**src/hw/rtl/drrf_pkg.sv**
```systemverilog
`default_nettype none
package drrf_pkg;

  localparam int NUM_PORTS_DFLT   = 24;
  localparam int QUEUE_DEPTH_DFLT = 4;

  localparam logic [7:0] ENABLE_MASK_RST = 8'h01;

  // Input function codes
  localparam logic [1:0] FUNC_SET    = 2'd0;
  localparam logic [1:0] FUNC_ENABLE = 2'd1;
  localparam logic [1:0] FUNC_REBOOT = 2'd2;
  localparam logic [1:0] FUNC_FLUSH  = 2'd3;

  // Register indexes (byte address / 4)
  localparam logic [2:0] REG_LED_BASE    = 3'd0;
  localparam logic [2:0] REG_CTRL_ADDR   = 3'd1;
  localparam logic [2:0] REG_RESET_ADDR  = 3'd2;
  localparam logic [2:0] REG_RESET_START = 3'd3;
  localparam logic [2:0] REG_ENABLE_MASK = 3'd4;

  typedef enum logic [2:0] {
    OP_NOP,
    OP_SET,
    OP_ENABLE,
    OP_REBOOT,
    OP_FLUSH
  } cmd_op_t;

  // Decoded command passed from the front end through the queue
  typedef struct packed {
    cmd_op_t     op;
    logic [4:0]  port;
    logic [7:0]  data;       // level for a set, code for a reboot
    logic        enable_on;
  } cmd_t;

  typedef struct packed {
    logic [7:0] led_base_addr;
    logic [7:0] ctrl_addr;
    logic [7:0] reset_addr;
    logic [7:0] reset_start_code;
    logic [7:0] enable_mask;
  } cfg_t;

endpackage
`default_nettype wire

```
**src/hw/rtl/drrf_front.sv**
```systemverilog
`default_nettype none
module drrf_front #(
  parameter int NUM_PORTS = drrf_pkg::NUM_PORTS_DFLT
) (
  input  wire logic          in_valid,
  output logic               in_ready,
  input  wire logic [1:0]    in_func,
  input  wire logic [4:0]    in_port,
  input  wire logic [7:0]    in_new_level,
  input  wire logic          in_enable_on,
  input  wire logic [7:0]    in_reset_code,
  input  wire logic          q_full,
  output logic               q_push,
  output drrf_pkg::cmd_t     q_cmd
);
  import drrf_pkg::*;

  logic port_ok;

  assign port_ok  = ({1'b0, in_port} < 6'(NUM_PORTS));
  assign in_ready = !q_full;
  assign q_push   = in_valid && !q_full;

  always_comb begin
    q_cmd.port      = in_port;
    q_cmd.enable_on = in_enable_on;
    q_cmd.data      = in_new_level;
    q_cmd.op        = OP_NOP;
    case (in_func)
      FUNC_SET: begin
        // drop sets to ports that do not exist
        q_cmd.op = port_ok ? OP_SET : OP_NOP;
      end
      FUNC_ENABLE: q_cmd.op = OP_ENABLE;
      FUNC_REBOOT: begin
        q_cmd.op   = OP_REBOOT;
        q_cmd.data = in_reset_code;
      end
      FUNC_FLUSH: q_cmd.op = OP_FLUSH;
      default:    q_cmd.op = OP_NOP;
    endcase
  end

endmodule
`default_nettype wire

```
**src/hw/rtl/drrf_queue.sv**
```systemverilog
`default_nettype none
module drrf_queue #(
  parameter int QUEUE_DEPTH = drrf_pkg::QUEUE_DEPTH_DFLT
) (
  input  wire logic           clk,
  input  wire logic           rst_n,
  input  wire logic           push,
  input  wire drrf_pkg::cmd_t push_cmd,
  output logic                full,
  input  wire logic           pop,
  output drrf_pkg::cmd_t      pop_cmd,
  output logic                empty
);
  import drrf_pkg::*;

  localparam int PTR_W = (QUEUE_DEPTH > 1) ? $clog2(QUEUE_DEPTH) : 1;
  localparam int CNT_W = $clog2(QUEUE_DEPTH + 1);

  cmd_t             mem_r [QUEUE_DEPTH];
  logic [PTR_W-1:0] wr_ptr_r;
  logic [PTR_W-1:0] rd_ptr_r;
  logic [CNT_W-1:0] count_r;
  logic             do_push;
  logic             do_pop;

  assign full    = (count_r == CNT_W'(QUEUE_DEPTH));
  assign empty   = (count_r == '0);
  assign do_push = push && !full;
  assign do_pop  = pop && !empty;
  assign pop_cmd = mem_r[rd_ptr_r];

  always_ff @(posedge clk) begin
    if (!rst_n) begin
      wr_ptr_r <= '0;
      rd_ptr_r <= '0;
      count_r  <= '0;
    end else begin
      if (do_push) begin
        wr_ptr_r <= (wr_ptr_r == PTR_W'(QUEUE_DEPTH - 1)) ? '0 : wr_ptr_r + 1'b1;
      end
      if (do_pop) begin
        rd_ptr_r <= (rd_ptr_r == PTR_W'(QUEUE_DEPTH - 1)) ? '0 : rd_ptr_r + 1'b1;
      end
      if (do_push && !do_pop) begin
        count_r <= count_r + 1'b1;
      end else if (do_pop && !do_push) begin
        count_r <= count_r - 1'b1;
      end
    end
  end

  always_ff @(posedge clk) begin
    if (do_push) begin
      mem_r[wr_ptr_r] <= push_cmd;
    end
  end

endmodule
`default_nettype wire

```
**src/hw/rtl/drrf_back.sv**
```systemverilog
`default_nettype none
module drrf_back #(
  parameter int NUM_PORTS = drrf_pkg::NUM_PORTS_DFLT
) (
  input  wire logic           clk,
  input  wire logic           rst_n,
  input  wire drrf_pkg::cfg_t cfg,
  input  wire logic           q_empty,
  input  wire drrf_pkg::cmd_t q_cmd,
  output logic                q_pop,
  output logic                out_valid,
  input  wire logic           out_ready,
  output logic [7:0]          out_data_byte,
  output logic                out_write_start,
  output logic                out_last
);
  import drrf_pkg::*;

  localparam int IDX_W = (NUM_PORTS > 1) ? $clog2(NUM_PORTS) : 1;
  localparam logic [NUM_PORTS-1:0] ONE_BIT = NUM_PORTS'(1);

  typedef enum logic [3:0] {
    S_IDLE,
    S_RST_A0,
    S_RST_C0,
    S_RST_A1,
    S_RST_C1,
    S_CTRL_A,
    S_CTRL_D,
    S_LED_A,
    S_LED_D
  } state_t;

  state_t               state_r;
  logic [7:0]           staged_r [NUM_PORTS];
  logic [7:0]           sent_r [NUM_PORTS];
  logic [NUM_PORTS-1:0] dirty_r;
  logic [NUM_PORTS-1:0] work_r;
  logic [IDX_W-1:0]     idx_r;
  logic [7:0]           ctrl_local_r;
  logic [7:0]           ctrl_sent_r;
  logic [7:0]           pend_r;
  logic                 out_valid_r;
  logic [7:0]           out_byte_r;
  logic                 out_start_r;
  logic                 out_last_r;

  logic                 slot_free;
  logic                 byte_load;
  logic [NUM_PORTS-1:0] low_onehot;
  logic [IDX_W-1:0]     first_idx;
  logic [IDX_W-1:0]     set_idx;
  logic [NUM_PORTS-1:0] work_left;

  assign slot_free       = !out_valid_r || out_ready;
  // every state other than idle loads one byte into the output register when the slot is free
  assign byte_load       = slot_free && (state_r != S_IDLE);
  assign q_pop           = (state_r == S_IDLE) && !q_empty;
  assign set_idx         = q_cmd.port[IDX_W-1:0];
  assign work_left       = work_r & ~(ONE_BIT << idx_r);
  assign out_valid       = out_valid_r;
  assign out_data_byte   = out_byte_r;
  assign out_write_start = out_start_r;
  assign out_last        = out_last_r;

  // lowest dirty port: isolate the lowest set bit, then encode it
  always_comb begin
    low_onehot = dirty_r & (~dirty_r + ONE_BIT);
    first_idx  = '0;
    for (int i = 0; i < NUM_PORTS; i++) begin
      if (low_onehot[i]) begin
        first_idx = first_idx | IDX_W'(i);
      end
    end
  end

  always_ff @(posedge clk) begin
    if (!rst_n) begin
      state_r      <= S_IDLE;
      dirty_r      <= '0;
      work_r       <= '0;
      idx_r        <= '0;
      ctrl_local_r <= '0;
      ctrl_sent_r  <= '0;
      pend_r       <= '0;
      out_valid_r  <= 1'b0;
      out_byte_r   <= '0;
      out_start_r  <= 1'b0;
      out_last_r   <= 1'b0;
      for (int i = 0; i < NUM_PORTS; i++) begin
        staged_r[i] <= '0;
        sent_r[i]   <= '0;
      end
    end else begin
      if (byte_load) begin
        out_valid_r <= 1'b1;
      end else if (out_valid_r && out_ready) begin
        out_valid_r <= 1'b0;
      end
      case (state_r)
        S_IDLE: begin
          if (!q_empty) begin
            case (q_cmd.op)
              OP_SET: begin
                staged_r[set_idx] <= q_cmd.data;
                dirty_r[set_idx]  <= (q_cmd.data != sent_r[set_idx]);
              end
              OP_ENABLE: begin
                ctrl_local_r <= q_cmd.enable_on ? (ctrl_local_r | cfg.enable_mask)
                                                : (ctrl_local_r & ~cfg.enable_mask);
              end
              OP_REBOOT: pend_r <= q_cmd.data;
              OP_FLUSH: begin
                if (pend_r != '0) begin
                  state_r <= S_RST_A0;
                end else if (ctrl_local_r != ctrl_sent_r) begin
                  state_r <= S_CTRL_A;
                end else if (dirty_r != '0) begin
                  idx_r   <= first_idx;
                  work_r  <= dirty_r;
                  state_r <= S_LED_A;
                end
              end
              default: ;
            endcase
          end
        end
        S_RST_A0: begin
          if (slot_free) begin
            out_byte_r  <= cfg.reset_addr;
            out_start_r <= 1'b1;
            out_last_r  <= 1'b0;
            state_r     <= S_RST_C0;
          end
        end
        S_RST_C0: begin
          if (slot_free) begin
            out_byte_r  <= cfg.reset_start_code;
            out_start_r <= 1'b0;
            out_last_r  <= 1'b0;
            state_r     <= S_RST_A1;
          end
        end
        S_RST_A1: begin
          if (slot_free) begin
            out_byte_r  <= cfg.reset_addr;
            out_start_r <= 1'b1;
            out_last_r  <= 1'b0;
            state_r     <= S_RST_C1;
          end
        end
        S_RST_C1: begin
          if (slot_free) begin
            out_byte_r  <= pend_r;
            out_start_r <= 1'b0;
            out_last_r  <= 1'b1;
            pend_r      <= '0;
            state_r     <= S_IDLE;
          end
        end
        S_CTRL_A: begin
          if (slot_free) begin
            out_byte_r  <= cfg.ctrl_addr;
            out_start_r <= 1'b1;
            out_last_r  <= 1'b0;
            state_r     <= S_CTRL_D;
          end
        end
        S_CTRL_D: begin
          if (slot_free) begin
            out_byte_r  <= ctrl_local_r;
            out_start_r <= 1'b0;
            out_last_r  <= (dirty_r == '0);
            ctrl_sent_r <= ctrl_local_r;
            idx_r       <= first_idx;
            work_r      <= dirty_r;
            state_r     <= (dirty_r == '0) ? S_IDLE : S_LED_A;
          end
        end
        S_LED_A: begin
          if (slot_free) begin
            out_byte_r  <= 8'(cfg.led_base_addr + 8'(idx_r));
            out_start_r <= 1'b1;
            out_last_r  <= 1'b0;
            state_r     <= S_LED_D;
          end
        end
        S_LED_D: begin
          if (slot_free) begin
            out_byte_r    <= staged_r[idx_r];
            out_start_r   <= 1'b0;
            out_last_r    <= (work_left == '0);
            sent_r[idx_r] <= staged_r[idx_r];
            work_r        <= work_left;
            // walk every port up to the highest dirty one
            if (work_left == '0) begin
              dirty_r <= '0;
              state_r <= S_IDLE;
            end else begin
              idx_r <= idx_r + 1'b1;
            end
          end
        end
        default: state_r <= S_IDLE;
      endcase
    end
  end

endmodule
`default_nettype wire

```
**src/hw/rtl/dirty_range_register_flusher.sv**
```systemverilog
// Dirty-range register flusher. Items on the in_ channel stage output levels, change the
// enable bits of the control byte, request a device reset or ask for a flush; a flush puts out
// the bytes of the bus writes that bring the device up to date, one byte per out_ transfer, with
// out_write_start on each address byte and out_last on the final byte of that flush (a flush with
// nothing to send puts out nothing). Items enter a QUEUE_DEPTH-entry command queue at one per
// cycle while it has room. The executing state machine takes one queued command per cycle while
// idle for set, enable and reset-request items; a flush sends its bytes one at a time through the
// single output register, waiting whenever out_ready is held low: 4 bytes for a pending reset,
// otherwise up to 2 control bytes plus 1 address byte and one byte per port from the first to the
// last dirty port. Registers sit on an APB port at byte addresses 0x00 led_base_addr, 0x04
// ctrl_addr, 0x08 reset_addr, 0x0C reset_start_code, 0x10 enable_mask; write them only while
// the block is idle.
`default_nettype none
module dirty_range_register_flusher #(
  parameter int NUM_PORTS   = drrf_pkg::NUM_PORTS_DFLT,
  parameter int QUEUE_DEPTH = drrf_pkg::QUEUE_DEPTH_DFLT
) (
  input  wire logic        clk,
  input  wire logic        rst_n,
  input  wire logic        in_valid,
  output logic             in_ready,
  input  wire logic [1:0]  in_func,
  input  wire logic [4:0]  in_port,
  input  wire logic [7:0]  in_new_level,
  input  wire logic        in_enable_on,
  input  wire logic [7:0]  in_reset_code,
  output logic             out_valid,
  input  wire logic        out_ready,
  output logic [7:0]       out_data_byte,
  output logic             out_write_start,
  output logic             out_last,
  input  wire logic        psel,
  input  wire logic        penable,
  input  wire logic        pwrite,
  input  wire logic [4:0]  paddr,
  input  wire logic [31:0] pwdata,
  output logic [31:0]      prdata,
  output logic             pready
);
  import drrf_pkg::*;

  cfg_t       cfg_r;
  logic       cfg_wr;
  logic [2:0] reg_idx;
  logic [7:0] rd_byte;
  cmd_t       push_cmd;
  cmd_t       pop_cmd;
  logic       push;
  logic       pop;
  logic       full;
  logic       empty;

  assign pready  = 1'b1;
  assign reg_idx = paddr[4:2];
  assign cfg_wr  = psel && penable && pwrite;
  assign prdata  = {24'd0, rd_byte};

  always_comb begin
    case (reg_idx)
      REG_LED_BASE:    rd_byte = cfg_r.led_base_addr;
      REG_CTRL_ADDR:   rd_byte = cfg_r.ctrl_addr;
      REG_RESET_ADDR:  rd_byte = cfg_r.reset_addr;
      REG_RESET_START: rd_byte = cfg_r.reset_start_code;
      REG_ENABLE_MASK: rd_byte = cfg_r.enable_mask;
      default:         rd_byte = '0;
    endcase
  end

  always_ff @(posedge clk) begin
    if (!rst_n) begin
      cfg_r.led_base_addr    <= '0;
      cfg_r.ctrl_addr        <= '0;
      cfg_r.reset_addr       <= '0;
      cfg_r.reset_start_code <= '0;
      cfg_r.enable_mask      <= ENABLE_MASK_RST;
    end else if (cfg_wr) begin
      case (reg_idx)
        REG_LED_BASE:    cfg_r.led_base_addr    <= pwdata[7:0];
        REG_CTRL_ADDR:   cfg_r.ctrl_addr        <= pwdata[7:0];
        REG_RESET_ADDR:  cfg_r.reset_addr       <= pwdata[7:0];
        REG_RESET_START: cfg_r.reset_start_code <= pwdata[7:0];
        REG_ENABLE_MASK: cfg_r.enable_mask      <= pwdata[7:0];
        default: ;
      endcase
    end
  end

  drrf_front #(
    .NUM_PORTS (NUM_PORTS)
  ) u_front (
    .in_valid      (in_valid),
    .in_ready      (in_ready),
    .in_func       (in_func),
    .in_port       (in_port),
    .in_new_level  (in_new_level),
    .in_enable_on  (in_enable_on),
    .in_reset_code (in_reset_code),
    .q_full        (full),
    .q_push        (push),
    .q_cmd         (push_cmd)
  );

  drrf_queue #(
    .QUEUE_DEPTH (QUEUE_DEPTH)
  ) u_queue (
    .clk      (clk),
    .rst_n    (rst_n),
    .push     (push),
    .push_cmd (push_cmd),
    .full     (full),
    .pop      (pop),
    .pop_cmd  (pop_cmd),
    .empty    (empty)
  );

  drrf_back #(
    .NUM_PORTS (NUM_PORTS)
  ) u_back (
    .clk             (clk),
    .rst_n           (rst_n),
    .cfg             (cfg_r),
    .q_empty         (empty),
    .q_cmd           (pop_cmd),
    .q_pop           (pop),
    .out_valid       (out_valid),
    .out_ready       (out_ready),
    .out_data_byte   (out_data_byte),
    .out_write_start (out_write_start),
    .out_last        (out_last)
  );

endmodule
`default_nettype wire

```
**config.mk**
```make
export PLATFORM = sky130hd
export DESIGN_NAME = dirty_range_register_flusher
export DESIGN_NICKNAME = d
export VERILOG_FILES = /design/src/hw/rtl/drrf_pkg.sv /design/src/hw/rtl/drrf_front.sv /design/src/hw/rtl/drrf_queue.sv /design/src/hw/rtl/drrf_back.sv /design/src/hw/rtl/dirty_range_register_flusher.sv
export SDC_FILE = /design/constraint.sdc
export NUM_CORES = 1
export LEC_CHECK = 0
export ABC_CLOCK_PERIOD_IN_PS = 5300
export BUFFER_PORTS_ARGS = -buffer_cell sky130_fd_sc_hd__buf_2
export CAP_MARGIN = 20
export CORE_MARGIN = 2
export CORE_UTILIZATION = 63
export DETAILED_ROUTE_END_ITERATION = 7
export PLACE_DENSITY = 0.91
export RECOVER_POWER = 100
export SYNTH_ARGS = -nofsm -noshare
export SYNTH_HDL_FRONTEND = slang
export SYNTH_SLANG_ARGS = --single-unit
```
**constraint.sdc**
```tcl
create_clock -name clk -period 5.3 [get_ports clk]
set_clock_uncertainty 0.2 [all_clocks]
set_input_delay 0.795 -clock clk [delete_from_list [all_inputs] [get_ports clk]]
set_output_delay 0.795 -clock clk [all_outputs]
set_load 0.02 [all_outputs]
```
==> flow_summary.toml <==
[outcome]
outcome = "finished, violations left"
violations = "DRC, capacitance limit, slew limit"

[run]
maxCapViolCount = 4

[worst_setup_path]
critPathRequiredTime_ns = 5.59
cp-start-kind = "register"
crit_buf_inv = 4
critPathKind = "reg -> reg"
cp_max_fo = 26
critPathTopFamily = "buffers and inverters"
critPathArrivalTime_ns = 5.08
max_stage_delay_ns = 1.15
path_cells = "buf_4, mux2_1, o21ai_0, clkbuf_1, inv_1, xnor2_1, nand2_1, nor4_4, buf_4, o21ai_0"
cp_slowest_cell = "clkbuf_1"
end_kind = "register"

[clocking]
cts_tree = "done"
ctsResizeCount = 0
clkSlewWorstSetupHoldPaths_ns = 0.06
cts_buffer_depth = 3
root_buffer = "clkbuf_16"
clock_latency_ns = 0.63
clock_sinks = 726
hold_buffers = 0
h-tree-depth = 3
cts_made_buffers = 71
cts_setup_buffers = 0

[yosys]
synth_cell_types = 68
ys_warn_count = 0
synth_edf_count = 580
ys_ff_latch = 726
yosysSeqAreaShare = 0.620
synth_area_mm2 = 0.0328
synth_cells = 2658
synth_area_per_cell_um2 = 12.3
synth_ff_type = "edfxtp_1"
async_flop_share = 0

[finish]
n_antenna_cell = 0
layout_commonest_cell = "edfxtp_1"
final_cell_mix = "edfxtp_1 (580), nor2_1 (519), mux2i_1 (230), nand2_1 (220), dfxtp_1 (144)"
fin_nets = 2760
drive_above_1_share = 0.109
syn2layout_area_growth_pct = 8.95
final_core_util = 0.695

[routing]
drt-initial-drc-count = 4122
routed_wl_um = 86200
drt-pass1-iter-count = 8
ant_nets = 0
via_per_inst = 6.80
wl_per_cell_um = 25.3
post-route-drc-count = 11
routed-via-count = 23200

[floorplanning]
rows = 83
start_util = 0.638
die_y_um = 232
ioPinCount = 113
fp.coreArea_mm2 = 0.0514
die_w_um = 232
die_area_mm2 = 0.0539

[worst_hold_path]
hp-class = "in -> reg"

[global_route]
antenna_found_initial = 0
grt_pass1_wl_um = 133000
grt.total_usage = 0.324
grt_pass1_vias = 22700
grt_overflow = 0
grt_max_degree = 82

[sta]
fin_setup_tns_ns = 0
clock.fmax_mhz = 208
finalSetupViolCount = 0
fin_crit_sh = 0.906
rsz0062_at_grt = "false"
fin_ws_ns = 0.501
worstMarginPinSlew_ns = 1.67
slew_headroom = -0.114
slew_violations = 163
hold_violations = 0
post-route-min-period_ns = 4.80

[pwr]
p_clk_frac = 0.293
peakVddDrop_v = 0.000451
p_sw_uw = 5980
p_sw_frac = 0.354
p_comb_frac = 0.300
p_int_uw = 10900
sequentialPowerShare = 0.407
leakage_uw = 0.0130
p_per_area_mw_per_mm2 = 473
power.total_uw = 16900

[placement]
place.port_buffers = 61
gp_congestion = 0.935
dp_hpwl_um = 55900
post-place-ws_ns = 1.01
power groups by stage:
| stage | Combinational, uW | Clock [uW] | Sequential, uW |
|---|---|---|---|
| after floorplan | 3460 | 0 | 6810 |
| after global placement | 4680 | 0 | 6960 |
| after detailed placement | 4870 | 0 | 6990 |
| after CTS | 4940 | 4930 | 6880 |
| after global routing | 5270 | 5140 | 6910 |
| final | 5070 | 4950 | 6880 |
synth_stat cells, types with 5 or more instances:
| master | count | area, um^2 |
|---|---|---|
| a22oi_1 | 6 | 45.0 |
| nor2b_1 | 31 | 194 |
| o41ai_1 | 5 | 43.8 |
| ha_1 | 19 | 238 |
| dfxtp_1 | 146 | 2920 |
| mux2i_1 | 235 | 2350 |
| mux2_2 | 19 | 214 |
| xnor2_1 | 22 | 193 |
| o41ai_2 | 6 | 97.6 |
| o22ai_1 | 47 | 294 |
| or3_1 | 16 | 100 |
| buf_4 | 36 | 270 |
| o211ai_1 | 15 | 113 |
| nand3_1 | 38 | 190 |
| a21oi_1 | 113 | 566 |
| a31oi_1 | 36 | 225 |
| nand2b_1 | 13 | 81.3 |
| buf_1 | 21 | 78.8 |
| nor2_1 | 519 | 1950 |
| a211oi_1 | 23 | 173 |
| edfxtp_1 | 580 | 17400 |
| nor4_1 | 13 | 81.3 |
| o21ai_1 | 22 | 110 |
| buf_6 | 6 | 67.6 |
| nand4_1 | 9 | 56.3 |
| and3_1 | 14 | 87.6 |
| clkbuf_1 | 118 | 443 |
| xor2_1 | 5 | 43.8 |
| mux4_2 | 90 | 2030 |
| nor3_1 | 25 | 125 |
| buf_2 | 22 | 110 |
| inv_1 | 39 | 146 |
| and2_1 | 6 | 37.5 |
| o21ai_0 | 56 | 280 |
| nand2_1 | 220 | 826 |
final cells by class:
type	instances	area (um^2)
inverters	40	151
flip-flops and latches	726	20300
multi-input cells	1712	11500
clock buffers	88	1920
fillers	3197	15700
repair buffers	120	684
well taps	680	851
clock inverters	41	318
sequential cells by signal, summed over array words and instances (netlist names), named ones only:
name / flops
u_back.pend_r: 8
u_back.out_last: 1
u_queue.rd_ptr_r: 2
u_back.out_data_byte: 8
u_queue.wr_ptr_r: 2
u_back.staged_r: 256
u_back.work_r: 24
u_back.sent_r: 256
u_back.ctrl_sent_r: 8
u_back.out_valid: 1
u_back.state_r: 4
u_queue.count_r: 3
u_back.idx_r: 5
u_back.dirty_r: 24
u_queue.mem_r: 68
u_back.out_write_start: 1
cfg_r: 40
stage by stage:
step           std cells  hold slack, ns  instance area (um^2)
6_report            3407           0.238                 35700
4_1_cts             3405           0.172                 35900
2_1_floorplan       2681           0.240                 32900
3_3_place_gp        3275           0.261                 33700
3_5_place_dp        3276           0.263                 33700
5_1_grt             3407           0.233                 35700
path summary, 6_finish.rpt:
check / startpoint / end / slack, ns / cells after the start
max: register / u_back.dirty_r[6] / 0.50 / 10
min: in_enable_on / u_queue.mem_r[2][0] / 0.24 / 1
max reg2reg: register / u_back.dirty_r[6] / 0.50 / 10
min reg2reg: u_back.work_r[2] / u_back.work_r[2] / 0.28 / 2
cells by family (layout without fill, tap and decap cells):
logic type	Yosys count	in the layout	share of synthesized area
DFF	726	726	0.620
muxes	344	344	0.140
other	2	25	0.000229
xor gates and xnor gates	27	27	0.00721
AOI/OAI and AO/OA	370	370	0.0703
buffers and inverters	243	289	0.0341
adders and majority gates	21	21	0.00847
and+or+nand+nor	925	925	0.119
per-layer routing:
| metal | global-route usage | wire length (um) | vias to the layer above |
|---|---|---|---|
| li1 | - | - | 9720 |
| met1 | 0.406 | 29000 | 11100 |
| met2 | 0.528 | 41600 | 1921 |
| met3 | 0.0888 | 11000 | 382 |
| met4 | 0.148 | 4640 | 0 |
| met5 | 0 | 0 | - |
No activity file was read; power rests on OpenSTA's default activity.
